[src/rtl/ltc_pkg.sv]
// shared constants and types for the tile-tag cache lookup
package ltc_pkg;

  localparam int TILES_DEF      = 16;
  localparam int COORD_BITS_DEF = 20;

  localparam int CAP_W = 5;
  localparam logic [CAP_W-1:0] CAP_RESET     = 5'd16;
  localparam logic [CAP_W-1:0] CAP_UNLIMITED = 5'h1F;

  localparam int APB_ADDR_W = 3;
  localparam int APB_DATA_W = 32;
  localparam logic REG_CAPACITY = 1'b0;

  typedef struct packed {
    logic capture;
    logic commit;
  } cmd_t;

endpackage

[src/rtl/ltc_req_if.sv]
// request channel: tile origin in
interface ltc_req_if #(
  parameter int COORD_BITS = ltc_pkg::COORD_BITS_DEF
);
  logic                  valid;
  logic                  ready;
  logic [COORD_BITS-1:0] tile_x;
  logic [COORD_BITS-1:0] tile_y;

  modport source (output valid, tile_x, tile_y, input ready);
  modport sink   (input valid, tile_x, tile_y, output ready);
endinterface

[src/rtl/ltc_rsp_if.sv]
// result channel: hit, entry and eviction report
interface ltc_rsp_if #(
  parameter int COORD_BITS = ltc_pkg::COORD_BITS_DEF,
  parameter int ENTRY_W    = 4
);
  logic                  valid;
  logic                  ready;
  logic                  hit;
  logic [ENTRY_W-1:0]    entry;
  logic                  evicted;
  logic [COORD_BITS-1:0] evicted_x;
  logic [COORD_BITS-1:0] evicted_y;

  modport source (output valid, hit, entry, evicted, evicted_x, evicted_y, input ready);
  modport sink   (input valid, hit, entry, evicted, evicted_x, evicted_y, output ready);
endinterface

[src/rtl/ltc_ctrl.sv]
// request sequencing: lookup cycle, then update cycle, plus result valid
module ltc_ctrl (
  input  logic          clk,
  input  logic          rst_n,
  input  logic          in_valid,
  output logic          in_ready,
  output logic          out_valid,
  input  logic          out_ready,
  output ltc_pkg::cmd_t cmd
);
  import ltc_pkg::*;

  typedef enum logic {S_IDLE, S_UPDATE} state_t;

  state_t state_r;
  logic   out_valid_r;
  logic   slot_free;

  assign slot_free   = !out_valid_r || out_ready;
  assign in_ready    = (state_r == S_IDLE);
  assign out_valid   = out_valid_r;
  assign cmd.capture = (state_r == S_IDLE) && in_valid;
  assign cmd.commit  = (state_r == S_UPDATE) && slot_free;

  always_ff @(posedge clk) begin
    if (!rst_n) begin
      state_r     <= S_IDLE;
      out_valid_r <= 1'b0;
    end else begin
      if (out_ready) begin
        out_valid_r <= 1'b0;
      end
      case (state_r)
        S_IDLE: begin
          if (in_valid) begin
            state_r <= S_UPDATE;
          end
        end
        S_UPDATE: begin
          // wait here until the output register can take the result
          if (slot_free) begin
            state_r     <= S_IDLE;
            out_valid_r <= 1'b1;
          end
        end
        default: begin
          state_r <= S_IDLE;
        end
      endcase
    end
  end

endmodule

[src/rtl/ltc_dp.sv]
// tag store, recency ranks, parallel lookup and result register
module ltc_dp #(
  parameter int TILES      = ltc_pkg::TILES_DEF,
  parameter int COORD_BITS = ltc_pkg::COORD_BITS_DEF,
  parameter int ENTRY_W    = 4,
  parameter int CNT_W      = 5
) (
  input  logic                     clk,
  input  logic                     rst_n,
  input  ltc_pkg::cmd_t            cmd,
  input  logic [COORD_BITS-1:0]    req_x,
  input  logic [COORD_BITS-1:0]    req_y,
  input  logic [ltc_pkg::CAP_W-1:0] capacity,
  output logic                     res_hit,
  output logic [ENTRY_W-1:0]       res_entry,
  output logic                     res_evicted,
  output logic [COORD_BITS-1:0]    res_evicted_x,
  output logic [COORD_BITS-1:0]    res_evicted_y
);
  import ltc_pkg::*;

  logic [COORD_BITS-1:0] tag_x_r [TILES];
  logic [COORD_BITS-1:0] tag_y_r [TILES];
  logic                  valid_r [TILES];
  logic [ENTRY_W-1:0]    rank_r  [TILES];
  logic [CNT_W-1:0]      count_r;

  // lookup results held for the update cycle
  logic                  lk_hit_r;
  logic                  lk_fill_r;
  logic                  lk_evict_r;
  logic [ENTRY_W-1:0]    lk_entry_r;
  logic [CNT_W-1:0]      lk_bound_r;
  logic [COORD_BITS-1:0] lk_ev_x_r;
  logic [COORD_BITS-1:0] lk_ev_y_r;
  logic [COORD_BITS-1:0] lk_x_r;
  logic [COORD_BITS-1:0] lk_y_r;

  logic                  hit_any;
  logic [ENTRY_W-1:0]    hit_idx;
  logic                  free_any;
  logic [ENTRY_W-1:0]    free_idx;
  logic [ENTRY_W-1:0]    old_idx;
  logic [ENTRY_W-1:0]    oldest_rank;
  logic [CNT_W-1:0]      eff_cap;
  logic                  fill;
  logic                  evict;
  logic [ENTRY_W-1:0]    sel_idx;
  logic [CNT_W-1:0]      bound;

  always_comb begin
    if (capacity == '0) begin
      eff_cap = CNT_W'(1);
    end else if (capacity == CAP_UNLIMITED || 32'(capacity) > TILES) begin
      eff_cap = CNT_W'(TILES);
    end else begin
      eff_cap = CNT_W'(capacity);
    end
  end

  // ranks of valid entries form 0..count-1, so the oldest has rank count-1
  assign oldest_rank = ENTRY_W'(count_r - CNT_W'(1));

  // priority encoders, lowest index wins
  always_comb begin
    hit_any  = 1'b0;
    hit_idx  = '0;
    free_any = 1'b0;
    free_idx = '0;
    old_idx  = '0;
    for (int i = TILES - 1; i >= 0; i--) begin
      if (valid_r[i] && tag_x_r[i] == req_x && tag_y_r[i] == req_y) begin
        hit_any = 1'b1;
        hit_idx = ENTRY_W'(i);
      end
      if (!valid_r[i]) begin
        free_any = 1'b1;
        free_idx = ENTRY_W'(i);
      end
      if (valid_r[i] && rank_r[i] == oldest_rank) begin
        old_idx = ENTRY_W'(i);
      end
    end
  end

  assign fill    = !hit_any && free_any && (count_r < eff_cap);
  assign evict   = !hit_any && !fill;
  assign sel_idx = hit_any ? hit_idx : (fill ? free_idx : old_idx);

  always_comb begin
    if (hit_any) begin
      bound = CNT_W'(rank_r[hit_idx]);
    end else if (fill) begin
      bound = count_r;
    end else begin
      bound = count_r - CNT_W'(1);
    end
  end

  always_ff @(posedge clk) begin
    if (cmd.capture) begin
      lk_hit_r   <= hit_any;
      lk_fill_r  <= fill;
      lk_evict_r <= evict;
      lk_entry_r <= sel_idx;
      lk_bound_r <= bound;
      lk_ev_x_r  <= evict ? tag_x_r[old_idx] : '0;
      lk_ev_y_r  <= evict ? tag_y_r[old_idx] : '0;
      lk_x_r     <= req_x;
      lk_y_r     <= req_y;
    end
  end

  always_ff @(posedge clk) begin
    if (!rst_n) begin
      for (int j = 0; j < TILES; j++) begin
        valid_r[j] <= 1'b0;
        rank_r[j]  <= '0;
      end
      count_r <= '0;
    end else if (cmd.commit) begin
      // entries more recent than the chosen one age by one step
      for (int j = 0; j < TILES; j++) begin
        if (valid_r[j] && ENTRY_W'(j) != lk_entry_r &&
            CNT_W'(rank_r[j]) < lk_bound_r) begin
          rank_r[j] <= rank_r[j] + ENTRY_W'(1);
        end
      end
      rank_r[lk_entry_r]  <= '0;
      valid_r[lk_entry_r] <= 1'b1;
      if (lk_fill_r) begin
        count_r <= count_r + CNT_W'(1);
      end
    end
  end

  always_ff @(posedge clk) begin
    if (cmd.commit) begin
      tag_x_r[lk_entry_r] <= lk_x_r;
      tag_y_r[lk_entry_r] <= lk_y_r;
      res_hit             <= lk_hit_r;
      res_entry           <= lk_entry_r;
      res_evicted         <= lk_evict_r;
      res_evicted_x       <= lk_ev_x_r;
      res_evicted_y       <= lk_ev_y_r;
    end
  end

endmodule

[src/rtl/lru_tile_cache_lookup.sv]
// ordering: the request is captured in the idle state, then committed in the update state, and the
//   result register with its valid flag is loaded at that commit
// a new request is taken only in the idle state, after the last one has committed; parallel tag
//   compare in the accept cycle, rank and tag update in the update state, which waits while the output register is full
// the next request is taken while an earlier result still waits in the output register
// reset: valid bits, ranks and fill count clear at once, capacity_r returns to 16;
//   tags are not cleared and need no clearing pass
module lru_tile_cache_lookup #(
  parameter int TILES      = ltc_pkg::TILES_DEF,
  parameter int COORD_BITS = ltc_pkg::COORD_BITS_DEF
) (
  input  logic                              clk,
  input  logic                              rst_n,
  ltc_req_if.sink                           in_req,
  ltc_rsp_if.source                         out_rsp,
  input  logic                              psel,
  input  logic                              penable,
  input  logic                              pwrite,
  input  logic [ltc_pkg::APB_ADDR_W-1:0]    paddr,
  input  logic [ltc_pkg::APB_DATA_W-1:0]    pwdata,
  output logic [ltc_pkg::APB_DATA_W-1:0]    prdata,
  output logic                              pready
);
  import ltc_pkg::*;

  localparam int ENTRY_W = (TILES > 1) ? $clog2(TILES) : 1;
  localparam int CNT_W   = $clog2(TILES + 1);

  logic [CAP_W-1:0] capacity_r;
  logic             reg_sel;
  cmd_t             cmd;

  // configuration register
  assign pready  = 1'b1;
  assign reg_sel = (paddr[2] == REG_CAPACITY);

  always_ff @(posedge clk) begin
    if (!rst_n) begin
      capacity_r <= CAP_RESET;
    end else if (psel && penable && pwrite && reg_sel) begin
      capacity_r <= pwdata[CAP_W-1:0];
    end
  end

  assign prdata = reg_sel ? APB_DATA_W'(capacity_r) : '0;

  ltc_ctrl u_ctrl (
    .clk       (clk),
    .rst_n     (rst_n),
    .in_valid  (in_req.valid),
    .in_ready  (in_req.ready),
    .out_valid (out_rsp.valid),
    .out_ready (out_rsp.ready),
    .cmd       (cmd)
  );

  ltc_dp #(
    .TILES      (TILES),
    .COORD_BITS (COORD_BITS),
    .ENTRY_W    (ENTRY_W),
    .CNT_W      (CNT_W)
  ) u_dp (
    .clk           (clk),
    .rst_n         (rst_n),
    .cmd           (cmd),
    .req_x         (in_req.tile_x),
    .req_y         (in_req.tile_y),
    .capacity      (capacity_r),
    .res_hit       (out_rsp.hit),
    .res_entry     (out_rsp.entry),
    .res_evicted   (out_rsp.evicted),
    .res_evicted_x (out_rsp.evicted_x),
    .res_evicted_y (out_rsp.evicted_y)
  );

endmodule

[src/flat_wrapper.sv]
// flat-port wrapper written by rule: the top's interface ports become plain ports
module lru_tile_cache_lookup_flat import ltc_pkg::*;
#(
  parameter int TILES      = ltc_pkg::TILES_DEF,
  parameter int COORD_BITS = ltc_pkg::COORD_BITS_DEF
)
  (clk, rst_n, psel, penable, pwrite, paddr, pwdata, prdata, pready, in_req_valid, in_req_tile_x, in_req_tile_y, in_req_ready, out_rsp_valid, out_rsp_hit, out_rsp_entry, out_rsp_evicted, out_rsp_evicted_x, out_rsp_evicted_y, out_rsp_ready);
  ltc_req_if #(.COORD_BITS(COORD_BITS)) in_req_i ();
  ltc_rsp_if #(.COORD_BITS(COORD_BITS)) out_rsp_i ();
  input  logic clk;
  input  logic rst_n;
  input  logic psel;
  input  logic penable;
  input  logic pwrite;
  input  logic [ltc_pkg::APB_ADDR_W-1:0] paddr;
  input  logic [ltc_pkg::APB_DATA_W-1:0] pwdata;
  output logic [ltc_pkg::APB_DATA_W-1:0] prdata;
  output logic pready;
  input wire logic [$bits(in_req_i.valid)-1:0] in_req_valid;
  input wire logic [$bits(in_req_i.tile_x)-1:0] in_req_tile_x;
  input wire logic [$bits(in_req_i.tile_y)-1:0] in_req_tile_y;
  output wire logic [$bits(in_req_i.ready)-1:0] in_req_ready;
  output wire logic [$bits(out_rsp_i.valid)-1:0] out_rsp_valid;
  output wire logic [$bits(out_rsp_i.hit)-1:0] out_rsp_hit;
  output wire logic [$bits(out_rsp_i.entry)-1:0] out_rsp_entry;
  output wire logic [$bits(out_rsp_i.evicted)-1:0] out_rsp_evicted;
  output wire logic [$bits(out_rsp_i.evicted_x)-1:0] out_rsp_evicted_x;
  output wire logic [$bits(out_rsp_i.evicted_y)-1:0] out_rsp_evicted_y;
  input wire logic [$bits(out_rsp_i.ready)-1:0] out_rsp_ready;
  assign in_req_i.valid = in_req_valid;
  assign in_req_i.tile_x = in_req_tile_x;
  assign in_req_i.tile_y = in_req_tile_y;
  assign in_req_ready = in_req_i.ready;
  assign out_rsp_valid = out_rsp_i.valid;
  assign out_rsp_hit = out_rsp_i.hit;
  assign out_rsp_entry = out_rsp_i.entry;
  assign out_rsp_evicted = out_rsp_i.evicted;
  assign out_rsp_evicted_x = out_rsp_i.evicted_x;
  assign out_rsp_evicted_y = out_rsp_i.evicted_y;
  assign out_rsp_i.ready = out_rsp_ready;
  lru_tile_cache_lookup #(.TILES(TILES), .COORD_BITS(COORD_BITS)) u_core (.clk(clk), .rst_n(rst_n), .in_req(in_req_i), .out_rsp(out_rsp_i), .psel(psel), .penable(penable), .pwrite(pwrite), .paddr(paddr), .pwdata(pwdata), .prdata(prdata), .pready(pready));
endmodule
[config.mk]
export PLATFORM = sky130hd
export DESIGN_NAME = lru_tile_cache_lookup_flat
export DESIGN_NICKNAME = d
export VERILOG_FILES = /design/src/rtl/ltc_pkg.sv /design/src/rtl/ltc_req_if.sv /design/src/rtl/ltc_rsp_if.sv /design/src/rtl/ltc_ctrl.sv /design/src/rtl/ltc_dp.sv /design/src/rtl/lru_tile_cache_lookup.sv /design/src/flat_wrapper.sv
export SDC_FILE = /design/constraint.sdc
export NUM_CORES = 2
export LEC_CHECK = 0
export BUFFER_PORTS_ARGS = -buffer_cell sky130_fd_sc_hd__buf_2
export CAP_MARGIN = 20
export CORE_ASPECT_RATIO = 1.75
export CORE_MARGIN = 4
export CORE_UTILIZATION = 40
export CTS_BUF_LIST = sky130_fd_sc_hd__clkbuf_2 sky130_fd_sc_hd__clkbuf_4 sky130_fd_sc_hd__clkbuf_8
export DETAILED_ROUTE_END_ITERATION = 10
export SYNTH_ARGS = -nofsm -noshare
export SYNTH_HDL_FRONTEND = slang
export SYNTH_SLANG_ARGS = --single-unit
[constraint.sdc]
create_clock -name clk -period 5.8 [get_ports clk]
set_clock_uncertainty 0.1 [all_clocks]
set_input_delay 0.29 -clock clk [delete_from_list [all_inputs] [get_ports clk]]
set_output_delay 0.29 -clock clk [all_outputs]
set_load 0.05 [all_outputs]
# --- Word-level counts from Yosys, hierarchy flattened ---
# Memories as Yosys holds them, arrays and structs flattened. A register that Yosys moved wholly into a read port is not among the register bits.
# Index checks and enable logic that the tools add are counted.
classes:
  div: 0
  addsub: 18
  n_mul: 0
  bitwise: 18
  n_eq_ne: 64
  n_mux: 181
  magnitude_cmp: 18
  shift: 0
  n_reduce_logical: 99
op_table:
  columns: ["operator", "count"]
  rows:
  - ["$eq A20 B20 Y1", 32]
  - ["$mux W4", 68]
  - ["$mux W1", 108]
  - ["$logic_and A1 B1 Y1", 88]
  - ["$lt A4 B5 Y1", 16]
  - ["$add A4 B1 Y4 const B", 16]
  - ["$eq A4 B4 Y1", 16]
  - ["$ne A4 B4 Y1 const A", 8]
  - ["$mux W5", 4]
  - ["$ne A3 B4 Y1 const A", 4]
  - ["$or A1 B1 Y1", 16]
  - ["$ne A2 B4 Y1 const A", 2]
  - ["$add A5 B1 Y5 const B", 1]
  - ["$eq A5 B5 Y1 const B", 1]
  - ["$gt A5 B5 Y1 const B", 1]
  - ["$logic_not A1 Y1", 5]
  - ["$logic_not A5 Y1", 1]
  - ["$lt A5 B5 Y1", 1]
  - ["$sub A5 B1 Y5 const B", 1]
  - ["$ne A1 B4 Y1 const A", 1]
  - ["$reduce_bool A4 Y1", 1]
  - ["$logic_or A1 B1 Y1", 2]
  - ["$not A1 Y1", 2]
  - ["$pmux W1 S2", 1]
  - ["2 further kinds", 2]
totals:
  ff_bits: 110
  memories: 4
  out_inout_bits: 81
  rom_bits: 0
  input_bits: 82
  elab_cells: 419
  latchBits: 0
  ramBits: 720
mem_list:
  columns: ["memory", "words", "width", "rd", "rd_clocked_by_memory_dff", "write_ports", "line", "source"]
  rows:
  - ["u_core.u_dp.tag_x_r", 16, 20, 17, 1, 1, "ltc_dp.sv:22", "logic [COORD_BITS-1:0] tag_x_r [TILES];"]
  - ["u_core.u_dp.tag_y_r", 16, 20, 17, 1, 1, "ltc_dp.sv:23", "logic [COORD_BITS-1:0] tag_y_r [TILES];"]
  - ["u_core.u_dp.rank_r", 16, 4, 17, 0, 17, "ltc_dp.sv:25", "logic [ENTRY_W-1:0] rank_r [TILES];"]
  - ["u_core.u_dp.valid_r", 16, 1, 16, 0, 16, "ltc_dp.sv:24", "logic valid_r [TILES];"]

# --- Logic depth before layout (Yosys ltp) ---
# An unclocked memory read counts as a cell.
logic_depth:
  depth_word: 26
  ltp_mapped: 20
  mapped_depth_nobuf: 14

# --- Hierarchy ---
# From an unflattened synthesis, not the netlist that was laid out.
hier_totals:
  hier_cells: 3744
  hier_area_um2: 46331.9
by_module_without_submodules:
  columns: ["module", "n_inst", "cells_per_inst", "seq_area_each_um2", "area_each_um2"]
  rows:
  - ["ltc_dp", 1, 3677, 25064.0, 45750.1]
  - ["lru_tile_cache_lookup", 1, 58, 100.1, 479.2]
  - ["ltc_ctrl", 1, 9, 40.0, 102.6]

# --- Worst setup path after synthesis ---
# OpenSTA, ideal clock, no wires.
synth_path:
  kind: "reg2reg"
  from: "register u_core.u_ctrl.out_valid_r (netlist: u_core.u_ctrl.out_valid)"
  to: "memory u_core.u_dp.rank_r[4][0]"
  path_buffers: 0
  period_less_slack_ps: 5325
  required_time_ps: 5581
  path_stages_with_launch: 8
  path_slack_ps: 475
  arrival_ps: 5106
  setup_time_ps: 119
  path_cell_list: "dfxtp_1 > nand2b_1 > nand2_1 > clkinv_1 > nand2_1 > nor3_1 > nand2b_1 > nor2_1"
synth_rtl:
  columns: ["element", "line", "source"]
  rows:
  - ["from (decl)", "ltc_ctrl.sv:16", "logic out_valid_r;"]
  - ["from (signal assigned)", "ltc_ctrl.sv:28", "out_valid_r <= 1'b0;"]
  - ["from (signal assigned)", "ltc_ctrl.sv:31", "out_valid_r <= 1'b0;"]
  - ["from (signal assigned)", "ltc_ctrl.sv:43", "out_valid_r <= 1'b1;"]
  - ["to (decl)", "ltc_dp.sv:25", null]

# --- Worst setup path in the final report ---
layout_path:
  from: "register u_core.u_dp.count_r[0]"
  to: "register u_core.u_dp.lk_ev_x_r[4], read port of u_core.u_dp.tag_x_r (data pin)"
layout_via:
  elab_chain_len: 19
  elab_cells_between_ends: 54
  cone_classes: "add/sub: 1; order compare: 1; eq/ne: 16; mux: 16; reduce/logical: 20"
layout_lines:
  columns: ["element", "line", "source"]
  rows:
  - ["from (decl)", "ltc_dp.sv:26", "logic [CNT_W-1:0] count_r;"]
  - ["from (signal assigned)", "ltc_dp.sv:132", "count_r <= count_r + CNT_W'(1);"]
  - ["$sub A5 B1 Y5 (*)", null, null]
  - ["via u_core.u_dp.oldest_rank[0]", "ltc_dp.sv:44", "logic [ENTRY_W-1:0] oldest_rank;"]
  - ["$eq A4 B4 Y1", "ltc_dp.sv:80", "if (valid_r[i] && rank_r[i] == oldest_rank) begin"]
  - ["$logic_and A1 B1 Y1", "ltc_dp.sv:80", null]
  - ["$mux W4 (15 in series)", "ltc_dp.sv:80", null]
  - ["$mux W4 (*)", "ltc_dp.sv:80", null]
  - ["to (decl)", "ltc_dp.sv:34", "logic [COORD_BITS-1:0] lk_ev_x_r;"]
# Mark *: on every way through the listed nets, which the timed path passes. The rest lies on a longest branch.
# A chain may end at the register's enable or synchronous reset.

==> impl_metrics.toml <==
[worst_setup_path]
required_ps = 6330
end_kind = "flop"
worst-path-max-fanout = 36
criticalPathCategory = "flop to flop"
cp-start-kind = "flop"
r2r_start = "u_core.u_dp.count_r[0]$_SDFFE_PN0P_"
rrSetupSlack_ps = 170
r2r_cells = 16
cp.arrival_ps = 6170
r2r_end = "u_core.u_dp.lk_ev_x_r[4]$_SDFFCE_PN0P_"

[routing]
drt-met1-wl_microns = 74800
dr_wl_met2_microns = 124000
top_layer = "met4"
dr.pass1.iters = 5
antenna_left = 0
initialDrtViolationCount = 4158
drc = 0
vias_per_cell = 6.10
routedWlPerCell_microns = 41.9
vias = 37600
dr_wl_met3_microns = 14900
wl_microns = 258000

[floorplan]
start_util = 0.403
fp.dieH_microns = 457
fp.coreArea_sq_um = 114000
io_pins = 163
die_w_microns = 265
die-area_sq_um = 121000
std_cell_rows = 164

[placement]
hpwlAfterDp_microns = 205000
gp_congestion = 1.09
dp_cells = 5836
io_buffers = 105
postPlaceCellArea_sq_um = 50400

[sta]
rsz0062_at_grt = "no"
min_period_ps = 5630
hold_violations = 0
relSlewSlack = 0.0783
fin_setup_tns_ps = 0
tightest_slew_ps = 1380
period_share = 0.971
slew_violations = 0
setup_viol = 0
fmax_ghz = 0.177
hold_ws_ps = 78.9

[synth]
synth.cell_area_sq_um = 46100
synthCells = 4128
ys_ff_latch = 870
async_flop_share = 0
seq_area_frac_synth = 0.547
syn_avg_cell_area_sq_um = 11.2
yosysUniqueCellTypes = 80
synth-edff-count = 778
synth_ff_type = "edfxtp_1"
yosysWarnings = 0

[layout]
nets = 4695
design_area_sq_um = 53800
instances_no_fill = 6155
fill_cells = 10800
synthToLayoutAreaGrowth_pct = 16.7
drive_above_1_share = 0.152

[hold_path]
worstHoldStart = "in_req_tile_x[19]"
min_path_cells = 2
hold_class = "input pin to flop"
min_to = "u_core.u_dp.lk_x_r[19]$_DFFE_PP_"

[clock_network]
cts-resized-gates = 0
clkSinkCount = 870
cts-htree-levels = 4
path_clk_slew_ps = 60
cts_buffer_depth = 3
cts_root_buf = "clkbuf_8"
cts_tree = "yes"
clk_latency_ps = 910
numCtsBuffers = 140

[global_route]
grt_usage = 0.418
antenna_found_initial = 10
grt_max_degree = 93
grt_pass1_vias = 37900
grt.overflow.total = 0
grt_pass1_wl_microns = 336000

[power]
power_w = 0.0142
power_leakage_nw = 19.5
p_per_area_nw_per_um2 = 265
ir_drop_uv = 244

[status]
status = "finished, final reports clean"

[job]
drv_cap = 0
-- placed cells by master (no fill, tap or decap), types with 11 or more instances in the layout --
cell type      synthesis  routed
ha_1                  70      70
clkinv_1               1      36
clkbuf_4               0      37
xnor3_1               15      15
clkbuf_8               0     148
a21oi_1              212     212
inv_1                 37      37
buf_4                 29     298
nor4_1               191     191
mux2_2                11      11
conb_1                 2      28
clkinv_2               0      16
o21a_1                17      17
nor2_1               155     144
nor4b_1               15      15
dfxtp_1               92      92
o21ai_0               67      67
nand4_1              223     223
edfxtp_1             778     778
o211a_1               11      11
nor3_1                52      46
nor2_4                 0      11
dlygate4sd3_1          0      49
nand2b_1              86      86
xnor2_1              380     380
nand2_1              600     595
buf_2                 88     105
o22ai_1               28      28
buf_12                 0      27
xor2_1               344     344
or4_1                 20      20
a21o_1                34      34
nor2b_1               23      20
mux2i_1              125     125
nand3_1              165     165
-- worst max-delay path: stages (launching register included) --
cell	delay [ps]
dfxtp_1	350
inv_1	180
ha_1	370
xor2_1	290
buf_4	360
xor2_1	190
nor3b_1	70
buf_4	170
nor4_1	350
o21ai_0	460
a21boi_4	590
buf_4	510
nand2b_1	330
o22ai_1	130
nor4_1	660
buf_4	220
nor2_1	30
-- logic make-up (layout without fill, tap and decap cells) --
group,after synthesis,count (layout),share of synthesized area
adders and majority gates,70,70,0.0190
muxes,139,139,0.0307
xor gates and xnor gates,739,739,0.145
other,2,36,0.000163
AOI/OAI and AO/OA,427,427,0.0558
and+or+nand+nor,1604,1604,0.175
buffers and inverters,277,776,0.0278
DFF,870,870,0.547
-- sequential cells by signal, summed over array words and instances (netlist names), 4 cells and up --
name,flops
u_core.capacity_r,5
u_core.u_dp.tag_x_r,320
u_core.u_dp.res_evicted_x,20
u_core.u_dp.res_evicted_y,20
u_core.u_dp.valid_r,16
u_core.u_dp.lk_entry_r,4
u_core.u_dp.rank_r,64
u_core.u_dp.tag_y_r,320
u_core.u_dp.lk_ev_y_r,20
u_core.u_dp.lk_x_r,20
u_core.u_dp.lk_ev_x_r,20
u_core.u_dp.lk_bound_r,5
u_core.u_dp.res_entry,4
u_core.u_dp.count_r,5
u_core.u_dp.lk_y_r,20
-- where the power goes --
group,switching [W],internal [W],total (W)
Sequential,0.000159,0.00695,0.00711
Clock,0.00276,0.00278,0.00554
Combinational,0.00120,0.000392,0.00159
-- how the worst max path moves through the flow --
stage	from	endpoint	slack [ps]	depth (start not counted)
2_1_floorplan	u_core.u_ctrl.out_valid$_SDFF_PN0_	u_core.u_dp.rank_r[4][0]$_SDFFE_PP0P_	480	7
3_3_place_gp	u_core.u_dp.count_r[0]$_SDFFE_PN0P_	u_core.u_dp.lk_ev_x_r[4]$_SDFFCE_PN0P_	360	16
3_5_place_dp	u_core.u_dp.count_r[0]$_SDFFE_PN0P_	u_core.u_dp.lk_ev_x_r[4]$_SDFFCE_PN0P_	360	16
4_1_cts	u_core.u_dp.count_r[0]$_SDFFE_PN0P_	u_core.u_dp.lk_ev_x_r[4]$_SDFFCE_PN0P_	340	16
5_1_grt	u_core.u_dp.count_r[0]$_SDFFE_PN0P_	u_core.u_dp.lk_ev_x_r[4]$_SDFFCE_PN0P_	0.1	16
6_report	u_core.u_dp.count_r[0]$_SDFFE_PN0P_	u_core.u_dp.lk_ev_x_r[4]$_SDFFCE_PN0P_	170	16
-- metrics by stage --
stage,util,setup WS [ps]
floorplan,-,475
global placement,0.441,363
detailed placement,0.441,358
CTS,0.469,338
global route,0.470,0.143
finish,0.470,166
-- Yosys cell counts (all sizes together) (17+ instances only) --
master	n	area share
buf	130	0.016
nand4	223	0.030
edfxtp	778	0.51
xor2	344	0.065
nand3	165	0.018
nor3	53	0.0059
dfxtp	92	0.040
o21ai	68	0.0074
clkbuf	109	0.0089
or4	21	0.0035
nor4	191	0.026
nand2	600	0.049
xnor2	380	0.072
inv	37	0.0030
nand2b	86	0.012
a21o	34	0.0055
nor2b	23	0.0031
mux2i	125	0.027
ha	70	0.019
o21a	17	0.0028
nor2	155	0.013
a21oi	212	0.023
o22ai	28	0.0038
-- metal layers --
metal / GRT usage / up-vias
met5: 0.000403 / -
met4: 0.536 / 0
met1: 0.382 / 18700
met3: 0.0688 / 901
met2: 0.700 / 2154
li1: - / 15800
-- layout make-up --
cell class              count  area (sq um)  area share
multi-input cells        3007         19900       0.370
flip-flops and latches    870         25200       0.469
repair buffers            486          3880      0.0721
well taps                1494          1870      0.0348
clock inverters            70           497     0.00924
clock buffers             182          2280      0.0424
diodes                      8          20.0    0.000372
inverters                  38           143     0.00265
-- timing repair --
item / in CTS / in global routing
hold buffers: 49 / 0
buffers inserted: 0 / 0
endpoints found under the hold margin: 44 / 0
Note: power is estimated with default switching activity, not from simulation.
